<file path="src/sv/x86d_pkg.sv">
`default_nettype none

package x86d_pkg;

    // record forms
    localparam logic [4:0] FORM_UNKNOWN      = 5'd0;
    localparam logic [4:0] FORM_ADD_RR       = 5'd1;
    localparam logic [4:0] FORM_OR_RR8       = 5'd2;
    localparam logic [4:0] FORM_SUB_RR       = 5'd3;
    localparam logic [4:0] FORM_JNZ          = 5'd4;
    localparam logic [4:0] FORM_CMP_MEM_IMM  = 5'd5;
    localparam logic [4:0] FORM_SUB_IMM      = 5'd6;
    localparam logic [4:0] FORM_ADD_IMM      = 5'd7;
    localparam logic [4:0] FORM_MOV_RR       = 5'd8;
    localparam logic [4:0] FORM_MOV_DIRECT   = 5'd9;
    localparam logic [4:0] FORM_MOV_BASE     = 5'd10;
    localparam logic [4:0] FORM_MOV_BASE_D8  = 5'd11;
    localparam logic [4:0] FORM_MOV_BASE_D16 = 5'd12;
    localparam logic [4:0] FORM_MOV_AX_MEM   = 5'd13;
    localparam logic [4:0] FORM_MOV_MEM_AL   = 5'd14;
    localparam logic [4:0] FORM_MOV_IMM      = 5'd15;
    localparam logic [4:0] FORM_SHL1         = 5'd16;

    // opcodes
    localparam logic [7:0] OP_ADD_RM16     = 8'h01;
    localparam logic [7:0] OP_OR_R8        = 8'h0A;
    localparam logic [7:0] OP_SUB_RM16     = 8'h29;
    localparam logic [7:0] OP_JNZ          = 8'h75;
    localparam logic [7:0] OP_GRP1_IMM8    = 8'h80;
    localparam logic [7:0] OP_GRP1_IMM16   = 8'h81;
    localparam logic [7:0] OP_MOV_RM16     = 8'h89;
    localparam logic [7:0] OP_MOV_R16      = 8'h8B;
    localparam logic [7:0] OP_MOV_AX_MOFFS = 8'hA1;
    localparam logic [7:0] OP_MOV_MOFFS_AL = 8'hA2;
    localparam logic [7:0] OP_SHL_GRP      = 8'hD0;
    localparam logic [7:0] OP_MOV_IMM_BASE = 8'hB8;

    localparam logic [7:0] CMP_MODRM     = 8'h3E;
    localparam logic [4:0] SHL_MODRM_TOP = 5'h1C;
    localparam logic [2:0] EXT_ADD       = 3'd0;
    localparam logic [2:0] EXT_SUB       = 3'd5;
    localparam logic [2:0] RM_DIRECT     = 3'd6;
    localparam logic [1:0] MOD_NO_DISP   = 2'd0;
    localparam logic [1:0] MOD_DISP8     = 2'd1;
    localparam logic [1:0] MOD_DISP16    = 2'd2;
    localparam logic [1:0] MOD_REG       = 2'd3;

    localparam logic [15:0] LOAD_ADDRESS_RESET = 16'h0100;

    typedef struct packed {
        logic [4:0]  form;
        logic [2:0]  dest_reg;
        logic [2:0]  src_reg;
        logic [15:0] word_value;
        logic [7:0]  byte_value;
        logic [2:0]  length;
        logic [15:0] instr_address;
        logic        is_last;
    } t_rec;

    // up to two records written to the queue per beat, r1 only with r0
    typedef struct packed {
        logic v0;
        logic v1;
        t_rec r0;
        t_rec r1;
    } t_push;

    function automatic logic opens(input logic [7:0] op);
        case (op)
            OP_ADD_RM16, OP_OR_R8, OP_SUB_RM16, OP_JNZ, OP_GRP1_IMM8,
            OP_GRP1_IMM16, OP_MOV_RM16, OP_MOV_R16, OP_MOV_AX_MOFFS,
            OP_MOV_MOFFS_AL, OP_SHL_GRP: return 1'b1;
            default: return op[7:3] == OP_MOV_IMM_BASE[7:3];
        endcase
    endfunction

    // total length from opcode and second byte; zero on mismatch
    function automatic logic [2:0] form_len(input logic [7:0] op, input logic [7:0] m);
        logic [1:0] md;
        logic [2:0] rg;
        logic [2:0] rm;
        md = m[7:6];
        rg = m[5:3];
        rm = m[2:0];
        case (op)
            OP_ADD_RM16, OP_OR_R8, OP_SUB_RM16, OP_MOV_RM16:
                return (md == MOD_REG) ? 3'd2 : 3'd0;
            OP_JNZ: return 3'd2;
            OP_GRP1_IMM8: return (m == CMP_MODRM) ? 3'd5 : 3'd0;
            OP_GRP1_IMM16:
                return (md == MOD_REG && (rg == EXT_SUB || rg == EXT_ADD)) ? 3'd4 : 3'd0;
            OP_MOV_R16: begin
                case (md)
                    MOD_NO_DISP: return (rm == RM_DIRECT) ? 3'd4 : 3'd2;
                    MOD_DISP8:   return 3'd3;
                    MOD_DISP16:  return 3'd4;
                    default:     return 3'd0;
                endcase
            end
            OP_MOV_AX_MOFFS, OP_MOV_MOFFS_AL: return 3'd3;
            OP_SHL_GRP: return (m[7:3] == SHL_MODRM_TOP) ? 3'd2 : 3'd0;
            default: return (op[7:3] == OP_MOV_IMM_BASE[7:3]) ? 3'd3 : 3'd0;
        endcase
    endfunction

    function automatic t_rec unknown_rec(input logic [7:0] b, input logic [2:0] len,
                                         input logic [15:0] addr);
        t_rec r;
        r               = '0;
        r.form          = FORM_UNKNOWN;
        r.byte_value    = b;
        r.length        = len;
        r.instr_address = addr;
        return r;
    endfunction

    function automatic t_rec decode_rec(input logic [7:0] b0, input logic [7:0] b1,
                                        input logic [7:0] b2, input logic [7:0] b3,
                                        input logic [7:0] b4, input logic [2:0] len,
                                        input logic [15:0] base);
        t_rec        r;
        logic [2:0]  rg;
        logic [2:0]  rm;
        logic [1:0]  md;
        logic [15:0] w23;
        logic [15:0] w12;
        rg  = b1[5:3];
        rm  = b1[2:0];
        md  = b1[7:6];
        w23 = {b3, b2};
        w12 = {b2, b1};
        r               = '0;
        r.length        = len;
        r.instr_address = base;
        case (b0)
            OP_ADD_RM16: begin
                r.form = FORM_ADD_RR; r.dest_reg = rm; r.src_reg = rg;
            end
            OP_OR_R8: begin
                r.form = FORM_OR_RR8; r.dest_reg = rg; r.src_reg = rm;
            end
            OP_SUB_RM16: begin
                r.form = FORM_SUB_RR; r.dest_reg = rm; r.src_reg = rg;
            end
            OP_JNZ: begin
                r.form       = FORM_JNZ;
                r.word_value = base + 16'd2 + {{8{b1[7]}}, b1};
            end
            OP_GRP1_IMM8: begin
                r.form = FORM_CMP_MEM_IMM; r.word_value = w23; r.byte_value = b4;
            end
            OP_GRP1_IMM16: begin
                r.form       = (rg == EXT_SUB) ? FORM_SUB_IMM : FORM_ADD_IMM;
                r.dest_reg   = rm;
                r.word_value = w23;
            end
            OP_MOV_RM16: begin
                r.form = FORM_MOV_RR; r.dest_reg = rm; r.src_reg = rg;
            end
            OP_MOV_R16: begin
                r.dest_reg = rg;
                if (md == MOD_NO_DISP && rm == RM_DIRECT) begin
                    r.form = FORM_MOV_DIRECT; r.word_value = w23;
                end else if (md == MOD_NO_DISP) begin
                    r.form = FORM_MOV_BASE; r.src_reg = rm;
                end else if (md == MOD_DISP8) begin
                    r.form = FORM_MOV_BASE_D8; r.src_reg = rm; r.byte_value = b2;
                end else begin
                    r.form = FORM_MOV_BASE_D16; r.src_reg = rm; r.word_value = w23;
                end
            end
            OP_MOV_AX_MOFFS: begin
                r.form = FORM_MOV_AX_MEM; r.word_value = w12;
            end
            OP_MOV_MOFFS_AL: begin
                r.form = FORM_MOV_MEM_AL; r.word_value = w12;
            end
            OP_SHL_GRP: begin
                r.form = FORM_SHL1; r.dest_reg = rm;
            end
            default: begin
                r.form = FORM_MOV_IMM; r.dest_reg = b0[2:0]; r.word_value = w12;
            end
        endcase
        return r;
    endfunction

endpackage

`default_nettype wire

</file>
<file path="src/sv/x86d_if.sv">
`default_nettype none

interface x86d_in_if;
    logic       valid;
    logic       ready;
    logic [7:0] code_byte;
    logic       end_of_stream;

    modport source (output valid, output code_byte, output end_of_stream, input ready);
    modport sink   (input valid, input code_byte, input end_of_stream, output ready);
endinterface

interface x86d_out_if;
    logic        valid;
    logic        ready;
    logic [4:0]  form;
    logic [2:0]  dest_reg;
    logic [2:0]  src_reg;
    logic [15:0] word_value;
    logic [7:0]  byte_value;
    logic [2:0]  length;
    logic [15:0] instr_address;
    logic        is_last;

    modport source (output valid, output form, output dest_reg, output src_reg,
                    output word_value, output byte_value, output length,
                    output instr_address, output is_last, input ready);
    modport sink   (input valid, input form, input dest_reg, input src_reg,
                    input word_value, input byte_value, input length,
                    input instr_address, input is_last, output ready);
endinterface

`default_nettype wire

</file>
<file path="src/sv/x86d_front.sv">
`default_nettype none

module x86d_front import x86d_pkg::*; (
    input  wire logic        i_clk,
    input  wire logic        i_rst_n,
    x86d_in_if.sink          i_in,
    input  wire logic [15:0] i_load_address,
    input  wire logic        i_space_ok,
    output t_push            o_push
);

    logic [7:0]  r_pend [4];
    logic [7:0]  n_pend [4];
    logic [2:0]  r_cnt, n_cnt;
    logic [15:0] r_off, n_off;
    logic [15:0] r_start, n_start;

    logic        accept;
    logic [7:0]  b;
    logic [7:0]  m;
    logic [2:0]  need;
    logic [7:0]  bb [5];
    logic [15:0] addr_off;
    logic [15:0] addr_start;
    logic        e1_v, e2_v, e3_v;
    t_rec        e1, e2, e3;

    assign i_in.ready = i_space_ok;
    assign accept     = i_in.valid && i_space_ok;
    assign b          = i_in.code_byte;
    assign addr_off   = i_load_address + r_off;
    assign addr_start = i_load_address + r_start;
    assign m          = (r_cnt >= 3'd2) ? r_pend[1] : b;
    assign need       = form_len(r_pend[0], m);

    // assembled instruction bytes, held ones first, then this beat, then zero
    always_comb begin
        bb[0] = r_pend[0];
        for (int i = 1; i < 4; i++) begin
            if (3'(i) < r_cnt)       bb[i] = r_pend[i];
            else if (3'(i) == r_cnt) bb[i] = b;
            else                     bb[i] = 8'h00;
        end
        bb[4] = (r_cnt == 3'd4) ? b : 8'h00;
    end

    always_comb begin
        n_pend  = r_pend;
        n_cnt   = r_cnt;
        n_start = r_start;
        n_off   = i_in.end_of_stream ? 16'd0 : r_off + 16'd1;
        e1_v    = 1'b0;
        e2_v    = 1'b0;
        e3_v    = 1'b0;
        e1      = unknown_rec(b, 3'd1, addr_off);
        e2      = unknown_rec(b, 3'd1, addr_off);
        e3      = unknown_rec(b, 3'd1, addr_off);

        if (r_cnt == 3'd0) begin
            if (!opens(b)) begin
                e1_v = 1'b1;
            end else begin
                n_pend[0] = b;
                n_cnt     = 3'd1;
                n_start   = r_off;
            end
        end else if (need == 3'd0) begin
            // held first byte fails, this byte starts over as an opcode
            e1_v  = 1'b1;
            e1    = unknown_rec(r_pend[0], 3'd1, addr_start);
            n_cnt = 3'd0;
            if (!opens(b)) begin
                e2_v = 1'b1;
            end else begin
                n_pend[0] = b;
                n_cnt     = 3'd1;
                n_start   = r_off;
            end
        end else if ({1'b0, r_cnt} + 4'd1 >= {1'b0, need}) begin
            e1_v  = 1'b1;
            e1    = decode_rec(bb[0], bb[1], bb[2], bb[3], bb[4], need, addr_start);
            n_cnt = 3'd0;
        end else begin
            n_pend[r_cnt[1:0]] = b;
            n_cnt              = r_cnt + 3'd1;
        end

        if (i_in.end_of_stream && n_cnt != 3'd0) begin
            e3_v  = 1'b1;
            e3    = unknown_rec(n_pend[0], n_cnt, i_load_address + n_start);
            n_cnt = 3'd0;
        end
    end

    always_comb begin
        o_push.v0 = accept && (e1_v || e3_v);
        o_push.v1 = accept && e1_v && (e2_v || e3_v);
        o_push.r0 = e1_v ? e1 : e3;
        o_push.r1 = e2_v ? e2 : e3;
        o_push.r0.is_last = i_in.end_of_stream && !(e1_v && (e2_v || e3_v));
        o_push.r1.is_last = i_in.end_of_stream;
    end

    always_ff @(posedge i_clk) begin
        if (!i_rst_n) begin
            r_cnt   <= 3'd0;
            r_off   <= 16'd0;
            r_start <= 16'd0;
        end else if (accept) begin
            r_cnt   <= n_cnt;
            r_off   <= n_off;
            r_start <= n_start;
        end
    end

    always_ff @(posedge i_clk) begin
        if (accept) begin
            r_pend <= n_pend;
        end
    end

endmodule

`default_nettype wire

</file>
<file path="src/sv/x86d_queue.sv">
`default_nettype none

module x86d_queue import x86d_pkg::*; #(
    parameter int DEPTH = 4
) (
    input  wire logic i_clk,
    input  wire logic i_rst_n,
    input  t_push     i_push,
    output logic      o_space_ok,
    input  wire logic i_pop,
    output logic      o_nonempty,
    output t_rec      o_head
);

    localparam int PW = $clog2(DEPTH);
    localparam int CW = $clog2(DEPTH + 1);

    t_rec          r_mem [DEPTH];
    logic [PW-1:0] r_wptr, n_wptr;
    logic [PW-1:0] r_rptr, n_rptr;
    logic [PW-1:0] wptr1;
    logic [CW-1:0] r_count, n_count;

    function automatic logic [PW-1:0] inc(input logic [PW-1:0] p);
        return (p == PW'(DEPTH - 1)) ? '0 : p + PW'(1);
    endfunction

    assign wptr1      = inc(r_wptr);
    assign o_space_ok = r_count <= CW'(DEPTH - 2);
    assign o_nonempty = r_count != '0;
    assign o_head     = r_mem[r_rptr];

    always_comb begin
        n_wptr  = r_wptr;
        n_rptr  = r_rptr;
        n_count = r_count;
        if (i_push.v0 && i_push.v1) begin
            n_wptr  = inc(wptr1);
            n_count = n_count + CW'(2);
        end else if (i_push.v0) begin
            n_wptr  = wptr1;
            n_count = n_count + CW'(1);
        end
        if (i_pop) begin
            n_rptr  = inc(r_rptr);
            n_count = n_count - CW'(1);
        end
    end

    always_ff @(posedge i_clk) begin
        if (!i_rst_n) begin
            r_wptr  <= '0;
            r_rptr  <= '0;
            r_count <= '0;
        end else begin
            r_wptr  <= n_wptr;
            r_rptr  <= n_rptr;
            r_count <= n_count;
        end
    end

    always_ff @(posedge i_clk) begin
        if (i_push.v0) begin
            r_mem[r_wptr] <= i_push.r0;
        end
        if (i_push.v1) begin
            r_mem[wptr1] <= i_push.r1;
        end
    end

endmodule

`default_nettype wire

</file>
<file path="src/sv/x86d_back.sv">
`default_nettype none

module x86d_back import x86d_pkg::*; (
    input  wire logic i_clk,
    input  wire logic i_rst_n,
    input  wire logic i_nonempty,
    input  t_rec      i_head,
    output logic      o_pop,
    x86d_out_if.source o_out
);

    logic r_valid, n_valid;
    t_rec r_rec;

    // refill the output register from a nonempty queue whenever it is empty or being taken
    assign o_pop = i_nonempty && (!r_valid || o_out.ready);

    always_comb begin
        n_valid = r_valid;
        if (o_pop)            n_valid = 1'b1;
        else if (o_out.ready) n_valid = 1'b0;
    end

    always_ff @(posedge i_clk) begin
        if (!i_rst_n) begin
            r_valid <= 1'b0;
        end else begin
            r_valid <= n_valid;
        end
    end

    always_ff @(posedge i_clk) begin
        if (o_pop) begin
            r_rec <= i_head;
        end
    end

    assign o_out.valid         = r_valid;
    assign o_out.form          = r_rec.form;
    assign o_out.dest_reg      = r_rec.dest_reg;
    assign o_out.src_reg       = r_rec.src_reg;
    assign o_out.word_value    = r_rec.word_value;
    assign o_out.byte_value    = r_rec.byte_value;
    assign o_out.length        = r_rec.length;
    assign o_out.instr_address = r_rec.instr_address;
    assign o_out.is_last       = r_rec.is_last;

endmodule

`default_nettype wire

</file>
<file path="src/sv/x86_subset_instruction_decoder.sv">
// Path: a record completed by a code byte is written into the record queue, then moves
// into the output register once that register is empty or being taken.
// Throughput: one code byte per cycle; a byte may yield two records, which leave one
// per cycle while taken; input stalls while the queue has fewer than two free slots.
// Reset (synchronous, active low): pending bytes dropped, stream offset zero,
// record queue and output emptied, load_address back to 0x100.
`default_nettype none

module x86_subset_instruction_decoder import x86d_pkg::*; #(
    parameter int QUEUE_DEPTH = 4
) (
    input  wire logic        i_clk,
    input  wire logic        i_rst_n,
    x86d_in_if.sink          i_in,
    x86d_out_if.source       o_out,
    input  wire logic        psel,
    input  wire logic        penable,
    input  wire logic        pwrite,
    input  wire logic [2:0]  paddr,
    input  wire logic [31:0] pwdata,
    output logic [31:0]      prdata,
    output logic             pready
);

    localparam logic [0:0] REG_LOAD_ADDRESS = 1'b0;

    logic [15:0] r_load_address;
    logic        space_ok;
    logic        nonempty;
    logic        pop;
    t_push       push;
    t_rec        head;

    assign pready = 1'b1;
    assign prdata = (paddr[2:2] == REG_LOAD_ADDRESS) ? {16'd0, r_load_address} : 32'd0;

    always_ff @(posedge i_clk) begin
        if (!i_rst_n) begin
            r_load_address <= LOAD_ADDRESS_RESET;
        end else if (psel && penable && pwrite && pready
                     && paddr[2:2] == REG_LOAD_ADDRESS) begin
            r_load_address <= pwdata[15:0];
        end
    end

    x86d_front u_front (
        .i_clk          (i_clk),
        .i_rst_n        (i_rst_n),
        .i_in           (i_in),
        .i_load_address (r_load_address),
        .i_space_ok     (space_ok),
        .o_push         (push)
    );

    x86d_queue #(
        .DEPTH (QUEUE_DEPTH)
    ) u_queue (
        .i_clk      (i_clk),
        .i_rst_n    (i_rst_n),
        .i_push     (push),
        .o_space_ok (space_ok),
        .i_pop      (pop),
        .o_nonempty (nonempty),
        .o_head     (head)
    );

    x86d_back u_back (
        .i_clk      (i_clk),
        .i_rst_n    (i_rst_n),
        .i_nonempty (nonempty),
        .i_head     (head),
        .o_pop      (pop),
        .o_out      (o_out)
    );

endmodule

`default_nettype wire
</file>
<file path="src/flat_wrapper.sv">
// flat-port wrapper written by rule: the top's interface ports become plain ports
module x86_subset_instruction_decoder_flat import x86d_pkg::*;
#(
    parameter int QUEUE_DEPTH = 4
)
  (i_clk, i_rst_n, psel, penable, pwrite, paddr, pwdata, prdata, pready, i_in_valid, i_in_code_byte, i_in_end_of_stream, i_in_ready, o_out_valid, o_out_form, o_out_dest_reg, o_out_src_reg, o_out_word_value, o_out_byte_value, o_out_length, o_out_instr_address, o_out_is_last, o_out_ready);
  x86d_in_if i_in_i ();
  x86d_out_if o_out_i ();
  input  wire logic i_clk;
  input  wire logic i_rst_n;
  input  wire logic psel;
  input  wire logic penable;
  input  wire logic pwrite;
  input  wire logic [2:0] paddr;
  input  wire logic [31:0] pwdata;
  output logic [31:0] prdata;
  output logic pready;
  input wire logic [$bits(i_in_i.valid)-1:0] i_in_valid;
  input wire logic [$bits(i_in_i.code_byte)-1:0] i_in_code_byte;
  input wire logic [$bits(i_in_i.end_of_stream)-1:0] i_in_end_of_stream;
  output wire logic [$bits(i_in_i.ready)-1:0] i_in_ready;
  output wire logic [$bits(o_out_i.valid)-1:0] o_out_valid;
  output wire logic [$bits(o_out_i.form)-1:0] o_out_form;
  output wire logic [$bits(o_out_i.dest_reg)-1:0] o_out_dest_reg;
  output wire logic [$bits(o_out_i.src_reg)-1:0] o_out_src_reg;
  output wire logic [$bits(o_out_i.word_value)-1:0] o_out_word_value;
  output wire logic [$bits(o_out_i.byte_value)-1:0] o_out_byte_value;
  output wire logic [$bits(o_out_i.length)-1:0] o_out_length;
  output wire logic [$bits(o_out_i.instr_address)-1:0] o_out_instr_address;
  output wire logic [$bits(o_out_i.is_last)-1:0] o_out_is_last;
  input wire logic [$bits(o_out_i.ready)-1:0] o_out_ready;
  assign i_in_i.valid = i_in_valid;
  assign i_in_i.code_byte = i_in_code_byte;
  assign i_in_i.end_of_stream = i_in_end_of_stream;
  assign i_in_ready = i_in_i.ready;
  assign o_out_valid = o_out_i.valid;
  assign o_out_form = o_out_i.form;
  assign o_out_dest_reg = o_out_i.dest_reg;
  assign o_out_src_reg = o_out_i.src_reg;
  assign o_out_word_value = o_out_i.word_value;
  assign o_out_byte_value = o_out_i.byte_value;
  assign o_out_length = o_out_i.length;
  assign o_out_instr_address = o_out_i.instr_address;
  assign o_out_is_last = o_out_i.is_last;
  assign o_out_i.ready = o_out_ready;
  x86_subset_instruction_decoder #(.QUEUE_DEPTH(QUEUE_DEPTH)) u_core (.i_clk(i_clk), .i_rst_n(i_rst_n), .i_in(i_in_i), .o_out(o_out_i), .psel(psel), .penable(penable), .pwrite(pwrite), .paddr(paddr), .pwdata(pwdata), .prdata(prdata), .pready(pready));
endmodule
</file>
<file path="config.mk">
export PLATFORM = sky130hd
export DESIGN_NAME = x86_subset_instruction_decoder_flat
export DESIGN_NICKNAME = d
export VERILOG_FILES = /design/src/sv/x86d_pkg.sv /design/src/sv/x86d_if.sv /design/src/sv/x86d_front.sv /design/src/sv/x86d_queue.sv /design/src/sv/x86d_back.sv /design/src/sv/x86_subset_instruction_decoder.sv /design/src/flat_wrapper.sv
export SDC_FILE = /design/constraint.sdc
export NUM_CORES = 1
export LEC_CHECK = 0
export BUFFER_PORTS_ARGS = -buffer_cell sky130_fd_sc_hd__buf_2
export CAP_MARGIN = 20
export CORE_MARGIN = 4
export CORE_UTILIZATION = 55
export CTS_BUF_LIST = sky130_fd_sc_hd__clkbuf_2 sky130_fd_sc_hd__clkbuf_4 sky130_fd_sc_hd__clkbuf_8
export CTS_CLUSTER_DIAMETER = 200
export DETAILED_ROUTE_END_ITERATION = 7
export GPL_TIMING_DRIVEN = 0
export HOLD_SLACK_MARGIN = 0.1
export PLACE_DENSITY_LB_ADDON = 0.15
export SYNTH_ARGS = -nofsm -noshare
export SYNTH_HDL_FRONTEND = slang
export SYNTH_HIERARCHICAL = 1
export SYNTH_SLANG_ARGS = --single-unit
</file>
<file path="constraint.sdc">
create_clock -name i_clk -period 21.2 [get_ports i_clk]
set_input_delay 4.24 -clock i_clk [delete_from_list [all_inputs] [get_ports i_clk]]
set_output_delay 4.24 -clock i_clk [all_outputs]
set_load 0.02 [all_outputs]
</file>
==> results.md <==
* Status: finished, final reports clean
* TritonCTS clock tree: done
* Internal at 0.00166 W
* Syn Std Cell Area at 22900 sq um
* Most frequent cell after synthesis: edfxtp_1
* Largest net degree at the start of global routing at 56
* Area Overhead vs Synth at 11.9%
* Largest reg by FF count: u_core/u_queue/r_mem
* Vias per std cell at 6.00
* Sw frac at 33.4%
* Kind of critical path: in2reg
* I/O Pins at 141
* CP arrival at 11050 ps
* Core area at 41000 sq um
* Drt wl/cell at 22.9 um
* CP Capture Type: flip-flop
* H-tree depth at 3
* HPWL Detailed at 44.5 mm
* GP Congestion at 1.01
* Pwr/cell area at 97.0 nW/um^2
* Met3 Use GR at 4.99%
* CTS Buf Count at 67
* RSZ-0062 raised after global routing: no
* Post-synth top area cell: edfxtp_1
* Post-CTS Resized at 0
* Share of flip-flops with an asynchronous set or reset at 0%
* Avg Inst Size Synth at 12.1 sq um
* Clock-pin slew on the worst setup and hold paths at 60 ps
* Final #Nets at 2260
* Die W at 212 um
* Commonest cells post-synth: edfxtp_1 (307), nand2_1 (185), mux2_2 (139)
* FMAX at 92.6 MHz
* EDFF count, synth at 307
* Static leakage at 10.3 nW
* Final Max Slew Viols at 0
* Final Cell Area at 25600 sq um
* Minimum clock period at 10800 ps
* Root buffer cell: clkbuf_8
* Post-CTS setup buffer count at 0
* Total grt overflow at 0
* Register bit total from synthesis at 368
* Placed insts at 2575
* Distinct cells, synth at 95
* Drc violations at 0
* Worst-Margin Slew at 1060 ps
* Cell count after synthesis at 1895
* Final hold violation count at 0
* Share of layout cells above drive strength 1 at 30.9%
* Synth Flop Type: edfxtp_1
* DR iter-0 viols at 1721
* Final core utilization at 62.5%
* Site Rows at 74
* Routed Antenna Nets at 0
* Clock share of power at 26.6%
* Via count at 16176
* Fin cells at 2695
* Num Clock Sinks at 368
* Met1 usage at 39.5%
* Max reg flops at 220
* Largest cells by area after synthesis: edfxtp_1 (40%), mux2_4 (7.7%), mux2_2 (6.8%)
* HP Class: reg2reg
* Initial Util at 55.8%
* Dpl cell area at 24300 sq um
* Setup crit start kind: input pin
* Die area at 45000 sq um
* Seq pwr share at 40.4%
* Share of total power in combinational logic at 33.0%
* Post-synth top area share at 40.3%
* Register area share after synthesis at 45.6%
* Max IR drop VDD at 0.0592 mV
* Clk_skew at 26.3 ps
* Fin crit share at 51.0%
* Initial antenna violation count at 1
* Slew HR at 29.4%
* Gr usage total at 27.4%
* Hold buffers post-CTS at 0
* Setup Viol. Count Final at 0
* First-pass GRT wire length at 93.5 mm
* WP data required at 21450 ps
* Port Buf Inserts at 105
* First drt pass iteration count at 7
* Die height at 212 um
* Met2 GRT Util at 42.2%
* Yosys warning total at 6
* Worst skew pair latency at 640 ps
* Switching Power at 0.000830 W
* Max Cap Viol at 0
* Vias in the first global route at 15727
* WL final at 61.8 mm
* Clock Tree Buf Depth at 3
* GR peak layer: met2
* Crit Path Max Fanout at 55
* Setup_tns at 0 ps
## metal layers
layer	vias to the layer above	share of wire, %
li1	7511	-
met1	7870	44
met2	673	45
met3	122	7.9
met4	0	3.0
met5	-	0
## worst max-delay path: stages
cell,delay [ps]
buf_2,130
clkbuf_1,500
and3b_1,310
a22oi_2,150
a2111oi_0,570
a211o_1,240
nor2_1,50
nor2_1,320
ha_1,300
nand2b_1,140
a21o_1,170
a221o_1,330
clkbuf_1,240
nor3_1,270
a31oi_2,120
o211ai_1,310
nand2_1,330
clkbuf_1,380
a21oi_1,250
o21a_1,290
buf_4,230
nand2_2,70
buf_6,160
buf_6,180
nand2_4,700
## per-stage QoR
step	hold slack (ps)	power, W	setup slack [ps]
2_1_floorplan	460	0.00159	11260
3_3_place_gp	476	0.00183	8550
3_5_place_dp	477	0.00184	9970
4_1_cts	485	0.00251	10580
5_1_grt	513	0.00261	9930
6_report	484	0.00249	10400
## power by group through the flow
stage / sequential (W) / clock [W] / combinational [W]
floorplan: 0.00109 / 0 / 0.000500
global placement: 0.00103 / 0 / 0.000799
detailed placement: 0.00102 / 0 / 0.000818
CTS: 0.00101 / 0.000680 / 0.000822
global route: 0.00102 / 0.000715 / 0.000881
finish: 0.00100 / 0.000661 / 0.000821
## logic make-up after synthesis
group                      synth area share (%)
AOI/OAI and AO/OA                          8.56
xor gates and xnor gates                   2.85
adders and majority gates                  5.38
buffers and inverters                      4.88
DFF                                        45.6
muxes                                      21.2
other                                    0.0492
and+or+nand+nor                            11.5
## worst paths after layout
kind	startpoint	end	slack [ps]	depth (start not counted)
setup / recovery	i_in_code_byte[2]	u_core/u_queue/r_mem[2][33]$_DFFE_PP_	10400	25
hold / removal	u_core/u_front/r_start[15]$_SDFFE_PN0P_	u_core/u_front/r_start[15]$_SDFFE_PN0P_	480	2
setup reg to reg	u_core/u_front/bb[34]$_DFFE_PP_	u_core/u_queue/r_mem[2][33]$_DFFE_PP_	13580	25
hold reg to reg	u_core/u_front/r_start[15]$_SDFFE_PN0P_	u_core/u_front/r_start[15]$_SDFFE_PN0P_	480	2
## cell type report
type | instances | area (sq um)
tap | 532 | 666
inverter | 36 | 135
fill | 3207 | 15400
antenna | 1 | 2.50
clock inverter | 27 | 170
sequential | 368 | 10400
buffer | 150 | 983
multi-input combinational | 1382 | 11500
timing repair buffer | 108 | 561
clock buffer | 91 | 1140
## layout by cell type (no fill, tap or decap), types with 23 or more instances in the layout
| master | netlist | layout |
|---|---|---|
| nand2_1 | 185 | 181 |
| inv_1 | 33 | 33 |
| buf_2 | 19 | 124 |
| edfxtp_1 | 307 | 307 |
| clkbuf_1 | 47 | 47 |
| mux2_4 | 117 | 117 |
| mux4_2 | 55 | 55 |
| ha_1 | 92 | 92 |
| buf_4 | 53 | 55 |
| dfxtp_1 | 61 | 61 |
| clkbuf_8 | 0 | 73 |
| nor2b_1 | 26 | 25 |
| xor2_1 | 24 | 24 |
| mux2_2 | 139 | 139 |
| conb_1 | 3 | 44 |
| nand3_1 | 23 | 23 |
| buf_6 | 24 | 24 |
| xnor2_1 | 48 | 48 |
| mux2i_1 | 29 | 29 |
| nor2_1 | 127 | 127 |
| o21ai_0 | 64 | 64 |
| a21oi_1 | 70 | 70 |
| nor3_1 | 51 | 51 |
(Power assumes the default switching activity.)
